--- config.mk ---
export PLATFORM = sky130hd
export DESIGN_NAME = touch_region_restrain_filter
export DESIGN_NICKNAME = d
export VERILOG_FILES = /design/src/rtl/trrf_pkg.sv /design/src/rtl/touch_region_restrain_filter.sv /design/src/rtl/trrf_ram.sv
export SDC_FILE = /design/constraint.sdc
export NUM_CORES = 1
export LEC_CHECK = 0
export BUFFER_PORTS_ARGS = -buffer_cell sky130_fd_sc_hd__buf_2
export CAP_MARGIN = 20
export CORE_MARGIN = 2
export CORE_UTILIZATION = 30
export DETAILED_ROUTE_END_ITERATION = 16
export GPL_TIMING_DRIVEN = 0
export PLACE_DENSITY = 0.56
export SLEW_MARGIN = 20
export SYNTH_ARGS = -nofsm -noshare
export SYNTH_HDL_FRONTEND = slang
export SYNTH_SLANG_ARGS = --single-unit
--- constraint.sdc ---
create_clock -name clk -period 9.1 [get_ports clk]
set_input_delay 1.82 -clock clk [delete_from_list [all_inputs] [get_ports clk]]
set_output_delay 1.82 -clock clk [all_outputs]
set_load 0.02 [all_outputs]
--- src/rtl/trrf_pkg.sv ---
package trrf_pkg;

  localparam int SLOTS_DEF = 10;
  localparam int BOXES_DEF = 3;
  localparam int MAX_BOXES = 8;
  localparam int ID_W      = 4;
  localparam int COORD_W   = 12;
  localparam int WID_W     = 8;

  typedef enum logic [1:0] {
    MODE_IDLE = 2'd0,
    MODE_HELD = 2'd1,
    MODE_PASS = 2'd2
  } mode_t;

  typedef struct packed {
    logic [COORD_W-1:0] xlo;
    logic [COORD_W-1:0] xhi;
    logic [COORD_W-1:0] ylo;
    logic [COORD_W-1:0] yhi;
    logic [WID_W-1:0]   wlo;
    logic [WID_W-1:0]   whi;
  } box_t;

  // rows past the third are empty (low above high)
  localparam box_t BOX_TAB [MAX_BOXES] = '{
    '{12'd1086, 12'd1154, 12'd2905, 12'd3088, 8'd62, 8'd85},
    '{12'd800,  12'd1440, 12'd200,  12'd600,  8'd70, 8'd255},
    '{12'd330,  12'd626,  12'd2918, 12'd3022, 8'd68, 8'd108},
    '{12'd1, 12'd0, 12'd1, 12'd0, 8'd1, 8'd0},
    '{12'd1, 12'd0, 12'd1, 12'd0, 8'd1, 8'd0},
    '{12'd1, 12'd0, 12'd1, 12'd0, 8'd1, 8'd0},
    '{12'd1, 12'd0, 12'd1, 12'd0, 8'd1, 8'd0},
    '{12'd1, 12'd0, 12'd1, 12'd0, 8'd1, 8'd0}
  };

  // stored slot word: mode in the top bits, held position below
  typedef struct packed {
    logic [1:0]         mode;
    logic [COORD_W-1:0] y;
    logic [COORD_W-1:0] x;
  } slot_rec_t;

  localparam int REC_W = $bits(slot_rec_t);

  function automatic logic in_any_box(input logic [COORD_W-1:0] x,
                                      input logic [COORD_W-1:0] y,
                                      input logic [WID_W-1:0] w,
                                      input int nbox);
    logic hit;
    hit = 1'b0;
    for (int i = 0; i < MAX_BOXES; i++) begin
      if (i < nbox &&
          x >= BOX_TAB[i].xlo && x <= BOX_TAB[i].xhi &&
          y >= BOX_TAB[i].ylo && y <= BOX_TAB[i].yhi &&
          w >= BOX_TAB[i].wlo && w <= BOX_TAB[i].whi) begin
        hit = 1'b1;
      end
    end
    return hit;
  endfunction

endpackage

--- src/rtl/touch_region_restrain_filter.sv ---
// Path: an accepted input beat goes through the stage-1 register, then the output register.
// Throughput: one beat per cycle without back-pressure; slot-state RAM read on accept,
//   written back as the beat leaves stage 1, with a bypass register for back-to-back hits.
// Reset (rst, synchronous): all slots read as idle at once via per-slot valid flops;
//   pipeline and output are emptied. Held positions are not cleared.
module touch_region_restrain_filter #(
  parameter int SLOTS = trrf_pkg::SLOTS_DEF,
  parameter int BOXES = trrf_pkg::BOXES_DEF
) (
  input  logic        clk,
  input  logic        rst,
  input  logic        s_tvalid,
  output logic        s_tready,
  input  logic [39:0] s_tdata,   // finger_id[3:0], x[15:4], y[27:16], width[35:28], zero pad
  input  logic        s_tuser,   // action: 0 report, 1 release
  output logic        m_tvalid,
  input  logic        m_tready,
  output logic [7:0]  m_tdata,   // slot[3:0], zero pad
  output logic        m_tuser    // report: 1 forward, 0 suppress
);

  localparam int AW = (SLOTS > 1) ? $clog2(SLOTS) : 1;
  localparam logic [trrf_pkg::ID_W:0] SLOTS_V = (trrf_pkg::ID_W + 1)'(SLOTS);

  // stage-1 beat: decoded fields plus the box test done at accept time
  typedef struct packed {
    logic                          release_b;
    logic [trrf_pkg::ID_W-1:0]     id;
    logic [trrf_pkg::COORD_W-1:0]  x;
    logic [trrf_pkg::COORD_W-1:0]  y;
    logic                          hit;
  } beat_t;

  logic                          in_accept;
  beat_t                         s1;
  logic                          s1_valid;
  logic                          advance;

  logic [trrf_pkg::COORD_W-1:0]  in_x;
  logic [trrf_pkg::COORD_W-1:0]  in_y;
  logic [trrf_pkg::WID_W-1:0]    in_w;

  // slot RAM ports
  logic                          wr_en;
  logic [AW-1:0]                 wr_addr;
  trrf_pkg::slot_rec_t           wr_rec;
  logic [trrf_pkg::REC_W-1:0]    rd_data;

  // per-slot written flags; unwritten slots read as idle
  logic [SLOTS-1:0]              seen;

  // bypass of the last write
  logic                          fwd_valid;
  logic [AW-1:0]                 fwd_addr;
  trrf_pkg::slot_rec_t           fwd_rec;

  trrf_pkg::slot_rec_t           cur_rec;
  logic [1:0]                    cur_mode;
  logic                          s1_in_range;
  logic [AW-1:0]                 s1_addr;
  logic                          rep;

  assign in_x = s_tdata[15:4];
  assign in_y = s_tdata[27:16];
  assign in_w = s_tdata[35:28];

  assign advance   = !m_tvalid || m_tready;
  assign s_tready  = !s1_valid || advance;
  assign in_accept = s_tvalid && s_tready;

  // ---------------- stage 0: accept, read slot RAM, test boxes ----------------
  always_ff @(posedge clk) begin
    if (rst) begin
      s1_valid <= 1'b0;
    end else if (in_accept) begin
      s1_valid <= 1'b1;
    end else if (advance) begin
      s1_valid <= 1'b0;
    end
  end

  always_ff @(posedge clk) begin
    if (in_accept) begin
      s1.release_b <= s_tuser;
      s1.id        <= s_tdata[3:0];
      s1.x         <= in_x;
      s1.y         <= in_y;
      s1.hit       <= trrf_pkg::in_any_box(in_x, in_y, in_w, BOXES);
    end
  end

  trrf_ram #(
    .WIDTH (trrf_pkg::REC_W),
    .DEPTH (SLOTS),
    .AW    (AW)
  ) u_slot_ram (
    .clk   (clk),
    .we    (wr_en),
    .waddr (wr_addr),
    .wdata (wr_rec),
    .re    (in_accept),
    .raddr (s_tdata[AW-1:0]),
    .rdata (rd_data)
  );

  // ---------------- stage 1: decide, write back ----------------
  assign s1_addr     = s1.id[AW-1:0];
  assign s1_in_range = ({1'b0, s1.id} < SLOTS_V);

  // newest copy of the slot: bypass beats RAM, unwritten slot is idle
  always_comb begin
    cur_rec      = rd_data;
    cur_rec.mode = trrf_pkg::MODE_IDLE;
    if (fwd_valid && fwd_addr == s1_addr) begin
      cur_rec = fwd_rec;
    end else if (s1_in_range && seen[s1_addr]) begin
      cur_rec = rd_data;
    end
  end

  assign cur_mode = cur_rec.mode;

  always_comb begin
    logic [1:0] new_mode;
    logic       do_wr;
    new_mode = trrf_pkg::MODE_IDLE;
    do_wr    = 1'b0;
    rep      = 1'b1;
    priority if (s1.release_b) begin
      rep      = 1'b0;
      do_wr    = s1_in_range;
      new_mode = trrf_pkg::MODE_IDLE;
    end else if (!s1_in_range) begin
      rep = 1'b1;
    end else if (cur_mode == trrf_pkg::MODE_PASS) begin
      rep = 1'b1;
    end else if (!s1.hit) begin
      rep      = 1'b1;
      do_wr    = 1'b1;
      new_mode = trrf_pkg::MODE_PASS;
    end else if (cur_mode == trrf_pkg::MODE_IDLE) begin
      // first matching report: latch position, hold
      rep      = 1'b0;
      do_wr    = 1'b1;
      new_mode = trrf_pkg::MODE_HELD;
    end else if (cur_rec.x == s1.x && cur_rec.y == s1.y) begin
      rep = 1'b0;   // repeat at the held spot
    end else begin
      rep      = 1'b1;
      do_wr    = 1'b1;
      new_mode = trrf_pkg::MODE_PASS;
    end

    wr_en       = s1_valid && advance && do_wr;
    wr_addr     = s1_addr;
    wr_rec.mode = new_mode;
    wr_rec.x    = s1.x;
    wr_rec.y    = s1.y;
    // moving to passing keeps the old spot; only hold latches a new one
    if (new_mode != trrf_pkg::MODE_HELD) begin
      wr_rec.x = cur_rec.x;
      wr_rec.y = cur_rec.y;
    end
  end

  always_ff @(posedge clk) begin
    if (rst) begin
      seen      <= '0;
      fwd_valid <= 1'b0;
    end else if (wr_en) begin
      seen[wr_addr] <= 1'b1;
      fwd_valid     <= 1'b1;
    end
  end

  always_ff @(posedge clk) begin
    if (wr_en) begin
      fwd_addr <= wr_addr;
      fwd_rec  <= wr_rec;
    end
  end

  // ---------------- output register ----------------
  always_ff @(posedge clk) begin
    if (rst) begin
      m_tvalid <= 1'b0;
    end else if (advance) begin
      m_tvalid <= s1_valid;
    end
  end

  always_ff @(posedge clk) begin
    if (advance && s1_valid) begin
      m_tuser <= rep;
      m_tdata <= {4'd0, s1.id};
    end
  end

`ifndef SYNTHESIS
  // the input side only stalls when both stages are full and the sink holds off
  a_stall_cause: assert property (@(posedge clk) disable iff (rst)
    !s_tready |-> (s1_valid && m_tvalid && !m_tready))
    else $error("input stalled without a full pipeline");

  // slot state is never written for an out-of-range slot
  a_wr_range: assert property (@(posedge clk) disable iff (rst)
    wr_en |-> s1_in_range)
    else $error("slot RAM write outside slot range");

  // a release never produces a forwarded report
  a_release_quiet: assert property (@(posedge clk) disable iff (rst)
    (s1_valid && advance && s1.release_b) |=> !m_tuser)
    else $error("release forwarded as a report");
`endif

endmodule

--- src/rtl/trrf_ram.sv ---
module trrf_ram #(
  parameter int WIDTH = 8,
  parameter int DEPTH = 16,
  parameter int AW    = (DEPTH > 1) ? $clog2(DEPTH) : 1
) (
  input  logic             clk,
  input  logic             we,
  input  logic [AW-1:0]    waddr,
  input  logic [WIDTH-1:0] wdata,
  input  logic             re,
  input  logic [AW-1:0]    raddr,
  output logic [WIDTH-1:0] rdata
);

  logic [WIDTH-1:0] mem [DEPTH];

  always_ff @(posedge clk) begin
    if (we) begin
      mem[waddr] <= wdata;
    end
    if (re) begin
      rdata <= mem[raddr];
    end
  end

endmodule
==> run_results.csv, run 1 <==
group,metric,value,unit
yosys,avgSynthCellArea,16.6,sq um
floorplanning,rows,82,
clock_network,cts_hold_buf,0,
yosys,yosys-top-cells-area,"edfxtp_1 70%, mux4_2 8.0%, mux2i_1 3.0%",
yosys,ys_seq_elements,364,
setup_path,cp.arrival,4.73,ns
clock_network,cts-resized-gates,0,
timing,hold_viol,0,
setup_path,end_kind,"flip-flop",
clock_network,cts_sinks,364,
setup_path,worstSetupStartpointType,"flip-flop",
min_path,min_path_type,"reg2reg",
yosys,syn_area,15100,sq um
detailed_routing,drt-pass1-iter-count,5,
yosys,synth_common_cells,"351 x edfxtp_1, 61 x a21oi_1, 54 x mux4_2, 54 x nor2_1, 46 x mux2i_1",
clock_network,cts-htree-levels,2,
cells_and_area,layout-drive-gt1-share,23.3,%
setup_path,cp_cell_sequence,"buf_2, xnor2_1, nand3_2, buf_2, nor2_1, o21ai_1, nor2_1, a22oi_2, buf_4, nor4_2, buf_2, buf_4, buf_4",
detailed_routing,ant_nets,0,
timing,finalSetupTns,0,ns
placement,finalWeightedCongestion,0.847,
yosys,synth-warning-count,0,
floorplanning,initial_core_util,30.3,%
yosys,async_flop_share,0,%
timing,setup_viol,0,
clock_network,path_clk_slew,0.06,ns
detailed_routing,drcViolationCount,0,
setup_path,cp_max_fo,10,
timing,fin_skew,0.0120,ns
placement,dp_hpwl,24500,microns
cells_and_area,nNetsFinal,1082,
yosys,synthDistinctLibCells,59,
detailed_routing,wire_per_inst,20.1,microns
floorplanning,coreArea,50000,sq um
yosys,synth_top_area_cell,"edfxtp_1",
floorplanning,io_pins,56,
detailed_routing,via_per_inst,4.91,
pwr,power_density,210,nW/um^2
detailed_routing,drt_iter0_drc,834,
setup_path,crit_family,"simple AND/OR/NAND/NOR gates",
placement,dp_cells,1667,
cells_and_area,n_fill_cell,4733,
grt,grt_start_max_net_pins,52,
setup_path,cp_slowest_cell,"nor4_2",
floorplanning,die_w,229,microns
clock_network,numCtsBuffers,39,
clock_network,clock_path_buffers,3,
yosys,synth_flop_cell,"edfxtp_1",
yosys,netlist_instances,910,
grt,overflow,0,
yosys,synth-edff-count,351,
pwr,p_leak,5.77,nW
timing,fin_crit,4.50,ns
setup_path,critPathKind,"reg2reg",
clock_network,cts_tree,"yes",
clock_network,cts_root_buf,"clkbuf_16",
setup_path,max_stage_delay,0.60,ns
timing,min_period_over_period,49.4,%
cells_and_area,area_growth_syn_to_layout,18.6,%
timing,worstMarginPinSlew,1.09,ns
flow_run,maxCapViolCount,0,
grt,antenna_found_initial,1,
placement,port_buffers,47,
grt,grt_pass1_wl,53000,microns
yosys,synth_top_area_share,69.6,%
setup_path,crit_buf_inv,6,
yosys,ys_seq_area_share,71.4,%
timing,drv_slew,0,
setup_path,critPathRequiredTime,9.33,ns
timing,maxSlewHeadroom,27.4,%
floorplanning,dieHeight,229,microns
pwr,worst_ir_drop_vdd,114,uV
run_status,run_status,"finished, final reports clean",
timing,fmax,222,MHz
yosys,yosysMostFrequentCell,"edfxtp_1",
floorplanning,die-area,52300,sq um
detailed_routing,num_vias,8540,
clock_network,insertion_delay,0.53,ns
timing,rsz0062_at_grt,"no",
cells_and_area,layout.cells.non_filler,1738,
grt,grt_pass1_vias,8507,
detailed_routing,routed_wl,34900,microns
grt,grtUsageTotal,13.2,%
clock_network,postCtsSetupBuffers,0,
layout by cell type, fill, tap and decap left out, types with 5 or more instances in the layout:
cell / Yosys / layout
inv_1: 9 / 9
dfxtp_1: 13 / 13
a21oi_1: 61 / 58
nor2b_1: 34 / 34
nor4_1: 20 / 13
edfxtp_1: 351 / 351
nor4_2: 0 / 7
xnor2_1: 22 / 22
nand3_1: 8 / 8
buf_6: 3 / 6
buf_1: 10 / 8
buf_2: 11 / 76
xor2_1: 8 / 8
mux2i_1: 46 / 46
clkinv_2: 0 / 6
and3_1: 5 / 5
o41ai_2: 5 / 5
nor2_4: 0 / 5
o21ai_0: 12 / 12
a211oi_1: 30 / 30
o22ai_1: 5 / 5
nor3_1: 11 / 11
clkbuf_16: 0 / 41
nand2b_1: 15 / 15
mux4_2: 54 / 54
o311ai_0: 5 / 5
buf_16: 0 / 5
nand2_1: 21 / 21
clkbuf_1: 23 / 32
nand4_1: 14 / 14
buf_4: 5 / 14
nor2_1: 54 / 49
logic make-up (layout without fill, tap and decap cells):
logic type      count (synthesis)  after routing  synth area share [%]
flops                         364            364                  71.4
compound gates                154            154                  6.90
simple gates                  199            199                  6.95
other cells                     1              5                0.0248
buf+inv                        61            213                  1.88
mux                           101            101                  11.2
xor+xnor                       30             30                  1.74
through the flow:
stage | util (%) | setup WS (ns) | power (mW) | hold slack [ns] | area [sq um]
2_1_floorplan | - | 3.58 | 2.11 | 0.422 | 15100
3_3_place_gp | 32.5 | 0.716 | 2.21 | 0.441 | 16200
3_5_place_dp | 33.3 | 4.28 | 2.22 | 0.447 | 16600
4_1_cts | 35.9 | 4.62 | 3.80 | 0.463 | 17900
5_1_grt | 35.9 | 4.35 | 3.89 | 0.489 | 18000
6_report | 35.9 | 4.60 | 3.77 | 0.462 | 18000
path summary, 6_finish.rpt:
check | from | end | slack [ns] | cells past startpoint
max reg2reg | s1_addr[2] | u_slot_ram.mem[8][7] | 4.60 | 13
max | s1_addr[2] | u_slot_ram.mem[8][7] | 4.60 | 13
min reg2reg | seen[3] | seen[3] | 0.46 | 2
min | seen[3] | seen[3] | 0.46 | 2
flip-flops by register name, indices dropped and copies added (netlist names):
| signal | count |
|---|---|
| fwd_addr | 4 |
| fwd_rec | 26 |
| fwd_valid | 1 |
| m_tdata | 4 |
| m_tuser | 1 |
| m_tvalid | 1 |
| s1 | 26 |
| s1_addr | 4 |
| s1_valid | 1 |
| seen | 10 |
| u_slot_ram.mem | 260 |
| u_slot_ram.rdata | 26 |
worst min-delay path, delay by kind of cell, from the launching register on:
kind / cells / cell delay, ns
simple gates: 1 / 0.06
flops: 1 / 0.33
compound gates: 1 / 0.05
cell type report:
class                   instances  area, sq um  share of cell area, %
multi-input cells             488         4170                   23.2
clock buffers                  51         1070                   5.98
well taps                     672          841                   4.68
plain buffers                  52          253                   1.41
clock inverters                18          199                   1.11
diodes                          1         2.50                 0.0139
flip-flops and latches        364        10800                   60.1
repair buffers                 83          584                   3.25
inverters                       9         33.8                  0.188
report_power, final:
part / switching, mW / internal [mW]
sequential: 0.0250 / 1.90
combinational: 0.169 / 0.0900
clock: 0.634 / 0.947
routing by layer:
metal / GRT usage [%] / vias to the layer above / share of wire, %
met5: 0 / - / 0
met4: 3.82 / 0 / 2.3
met3: 2.23 / 53 / 4.6
met2: 22.0 / 233 / 49
met1: 17.8 / 4352 / 44
li1: - / 3902 / -
Note: power is estimated with default switching activity, not from simulation.
==> run 2, diff against run 1 <==
--- a/config.mk
+++ b/config.mk
@@ -11,7 +11,7 @@
 export CORE_UTILIZATION = 30
 export DETAILED_ROUTE_END_ITERATION = 16
 export GPL_TIMING_DRIVEN = 0
-export PLACE_DENSITY = 0.56
+export PLACE_DENSITY = 0.57
 export SLEW_MARGIN = 20
 export SYNTH_ARGS = -nofsm -noshare
 export SYNTH_HDL_FRONTEND = slang
==> constraint.sdc (replaced) <==
create_clock -name clk -period 4.01 [get_ports clk]
set_input_delay 0.802 -clock clk [delete_from_list [all_inputs] [get_ports clk]]
set_output_delay 0.802 -clock clk [all_outputs]
set_load 0.02 [all_outputs]
==> run_results.csv, run 2 (synthesis gave the netlist of run 1 again) <==
group,metric,value,unit
placement,place_area,16600,sq um
setup_path,cp.depth,15,
clock_network,cts_root_buf,"clkbuf_16",
placement,dp_hpwl,24000,microns
cells_and_area,final_area,18000,sq um
timing,fmax,262,MHz
clock_network,numCtsBuffers,38,
floorplanning,die_w,229,microns
timing,maxSlewHeadroom,27.8,%
floorplanning,io_pins,56,
cells_and_area,num_antenna_cells,0,
timing,rsz0062_at_grt,"no",
pwr,p_leak,5.79,nW
min_path,min_from,"s_tuser",
cells_and_area,final_cell_mix,"351 x edfxtp_1, 72 x buf_2, 59 x a21oi_1",
detailed_routing,drcViolationCount,0,
cells_and_area,layout-drive-gt1-share,24.3,%
placement,port_buffers,47,
setup_path,reg2reg_from,"s1_addr[2]",
grt,antenna_found_initial,1,
detailed_routing,drt_iter0_drc,727,
detailed_routing,wire_per_inst,19.5,microns
setup_path,crit_family,"buffers and inverters",
clock_network,cts_hold_buf,0,
timing,min_period_over_period,95.4,%
pwr,switching_power,1.88,mW
min_path,min_path_cells,1,
setup_path,r2r-end,"u_slot_ram.mem[9][19]",
setup_path,end_kind,"flip-flop",
floorplanning,rows,82,
clock_network,cts_tree,"yes",
min_path,min_path_type,"in2reg",
pwr,switching_share,22.6,%
clock_network,insertion_delay,0.53,ns
setup_path,cp_slowest_cell,"edfxtp_1",
grt,grt_pass1_wl,52200,microns
setup_path,cp_cell_sequence,"clkbuf_4, xnor2_2, and3_1, buf_6, nand2_2, nand4_1, a2111oi_4, nand4_1, a22oi_2, buf_12, nor4_2, clkbuf_4, buf_2, buf_2, clkbuf_4",
pwr,power_density,462,nW/um^2
pwr,seqPwrFrac,52.5,%
cells_and_area,largest_reg_flops,260,
floorplanning,initial_core_util,30.3,%
min_path,min_to,"s1[29]",
timing,worstMarginPinSlew,1.08,ns
cells_and_area,final_common_cell,"edfxtp_1",
grt,grt_pass1_vias,8652,
setup_path,crit_path_frequent_cell,"clkbuf_4",
setup_path,max_stage_delay,0.44,ns
timing,drv_slew,0,
setup_path,rr_worst_depth,15,
setup_path,critPathRequiredTime,4.28,ns
detailed_routing,ant_nets,0,
timing,fin_crit,3.82,ns
timing,fin_hold_ws,0.446,ns
detailed_routing,routed_wl,34100,microns
setup_path,r2r_setup_slack,0.19,ns
cells_and_area,nNetsFinal,1088,
pwr,combinationalPowerShare,7.3,%
cells_and_area,largest_register,"u_slot_ram.mem",
placement,finalWeightedCongestion,0.834,
pwr,clkPwrFrac,40.2,%
cells_and_area,layout.cells.non_filler,1744,
timing,hold_viol,0,
timing,setup_viol,0,
setup_path,worstSetupStartpointType,"flip-flop",
grt,grtUsageTotal,13.0,%
floorplanning,dieHeight,229,microns
clock_network,path_clk_slew,0.06,ns
floorplanning,die-area,52300,sq um
timing,fin_skew,0.0243,ns
setup_path,cp_max_fo,10,
setup_path,crit_buf_inv,7,
detailed_routing,drt-pass1-iter-count,5,
clock_network,clock_path_buffers,3,
run_status,run_status,"finished, final reports clean",
detailed_routing,num_vias,8431,
grt,overflow,0,
flow_run,maxCapViolCount,0,
pwr,intPower,6.45,mW
cells_and_area,final_util,36.1,%
placement,dp_cells,1665,
grt,grt_start_max_net_pins,53,
detailed_routing,via_per_inst,4.83,
setup_path,critPathKind,"reg2reg",
cells_and_area,area_growth_syn_to_layout,19.2,%
clock_network,cts_sinks,364,
clock_network,cts-htree-levels,2,
setup_path,cp.arrival,4.09,ns
pwr,worst_ir_drop_vdd,218,uV
floorplanning,coreArea,50000,sq um
## run 2: cell types whose count changed in the layout (fill, tap and decap cells not counted), moves of 4 or more
cell / delta
buf_4: +7
nor4_4: +5
buf_2: -4
clkbuf_4: +4
clkinv_1: +4
## run 2: worst max-delay path by stage
stage | from | end
global placement | s1_addr[2] | u_slot_ram.mem[1][11]
detailed placement | s1_addr[2] | u_slot_ram.mem[8][16]
global route | s1_addr[2] | u_slot_ram.mem[9][19]
finish | s1_addr[2] | u_slot_ram.mem[9][19]
CTS | s1_addr[2] | u_slot_ram.mem[8][19]
floorplan | s1_addr[2] | u_slot_ram.mem[0][0]
## run 2: cell type report
| type | instances | area (sq um) |
|---|---|---|
| Buffer | 52 | 278 |
| Clock buffer | 47 | 1010 |
| Clock inverter | 22 | 165 |
| Fill cell | 4694 | 31900 |
| Inverter | 9 | 33.8 |
| Multi-Input combinational cell | 488 | 4290 |
| Sequential cell | 364 | 10800 |
| Tap cell | 672 | 841 |
| Timing Repair Buffer | 90 | 632 |
## run 2: per-stage QoR
step	TNS, ns	setup slack [ns]	power [mW]
after floorplan	-134.27	-1.03	4.79
after global placement	-730.63	-4.14	5.01
after detailed placement	-25.18	-0.536	5.04
after CTS	0	0.00964	8.40
after global routing	0	0.00117	8.62
final	0	0.186	8.33
## run 2: repair_timing
item / in CTS / in global routing
pin swaps: 2 / 8
setup buffers: 2 / 7
resized for setup: 11 / 21
setup endpoints to repair: 173 / 64
endpoints found under the hold margin: 0 / 0
## run 2: power groups by stage
stage	Combinational [mW]	Clock [mW]	Sequential, mW
detailed placement	0.586	0	4.45
floorplan	0.356	0	4.44
finish	0.611	3.35	4.37
global route	0.667	3.57	4.38
global placement	0.549	0	4.46
CTS	0.596	3.43	4.37
## run 2: per-layer routing
layer | part of all wire (%) | vias to the layer above | wire [microns] | track usage (%)
met5 | 0 | - | 0 | 0
met4 | 2.6 | 0 | 882 | 4.41
met3 | 6.0 | 58 | 2030 | 2.58
met2 | 47 | 228 | 16100 | 21.3
met1 | 44 | 4229 | 15000 | 17.3
li1 | - | 3916 | - | -
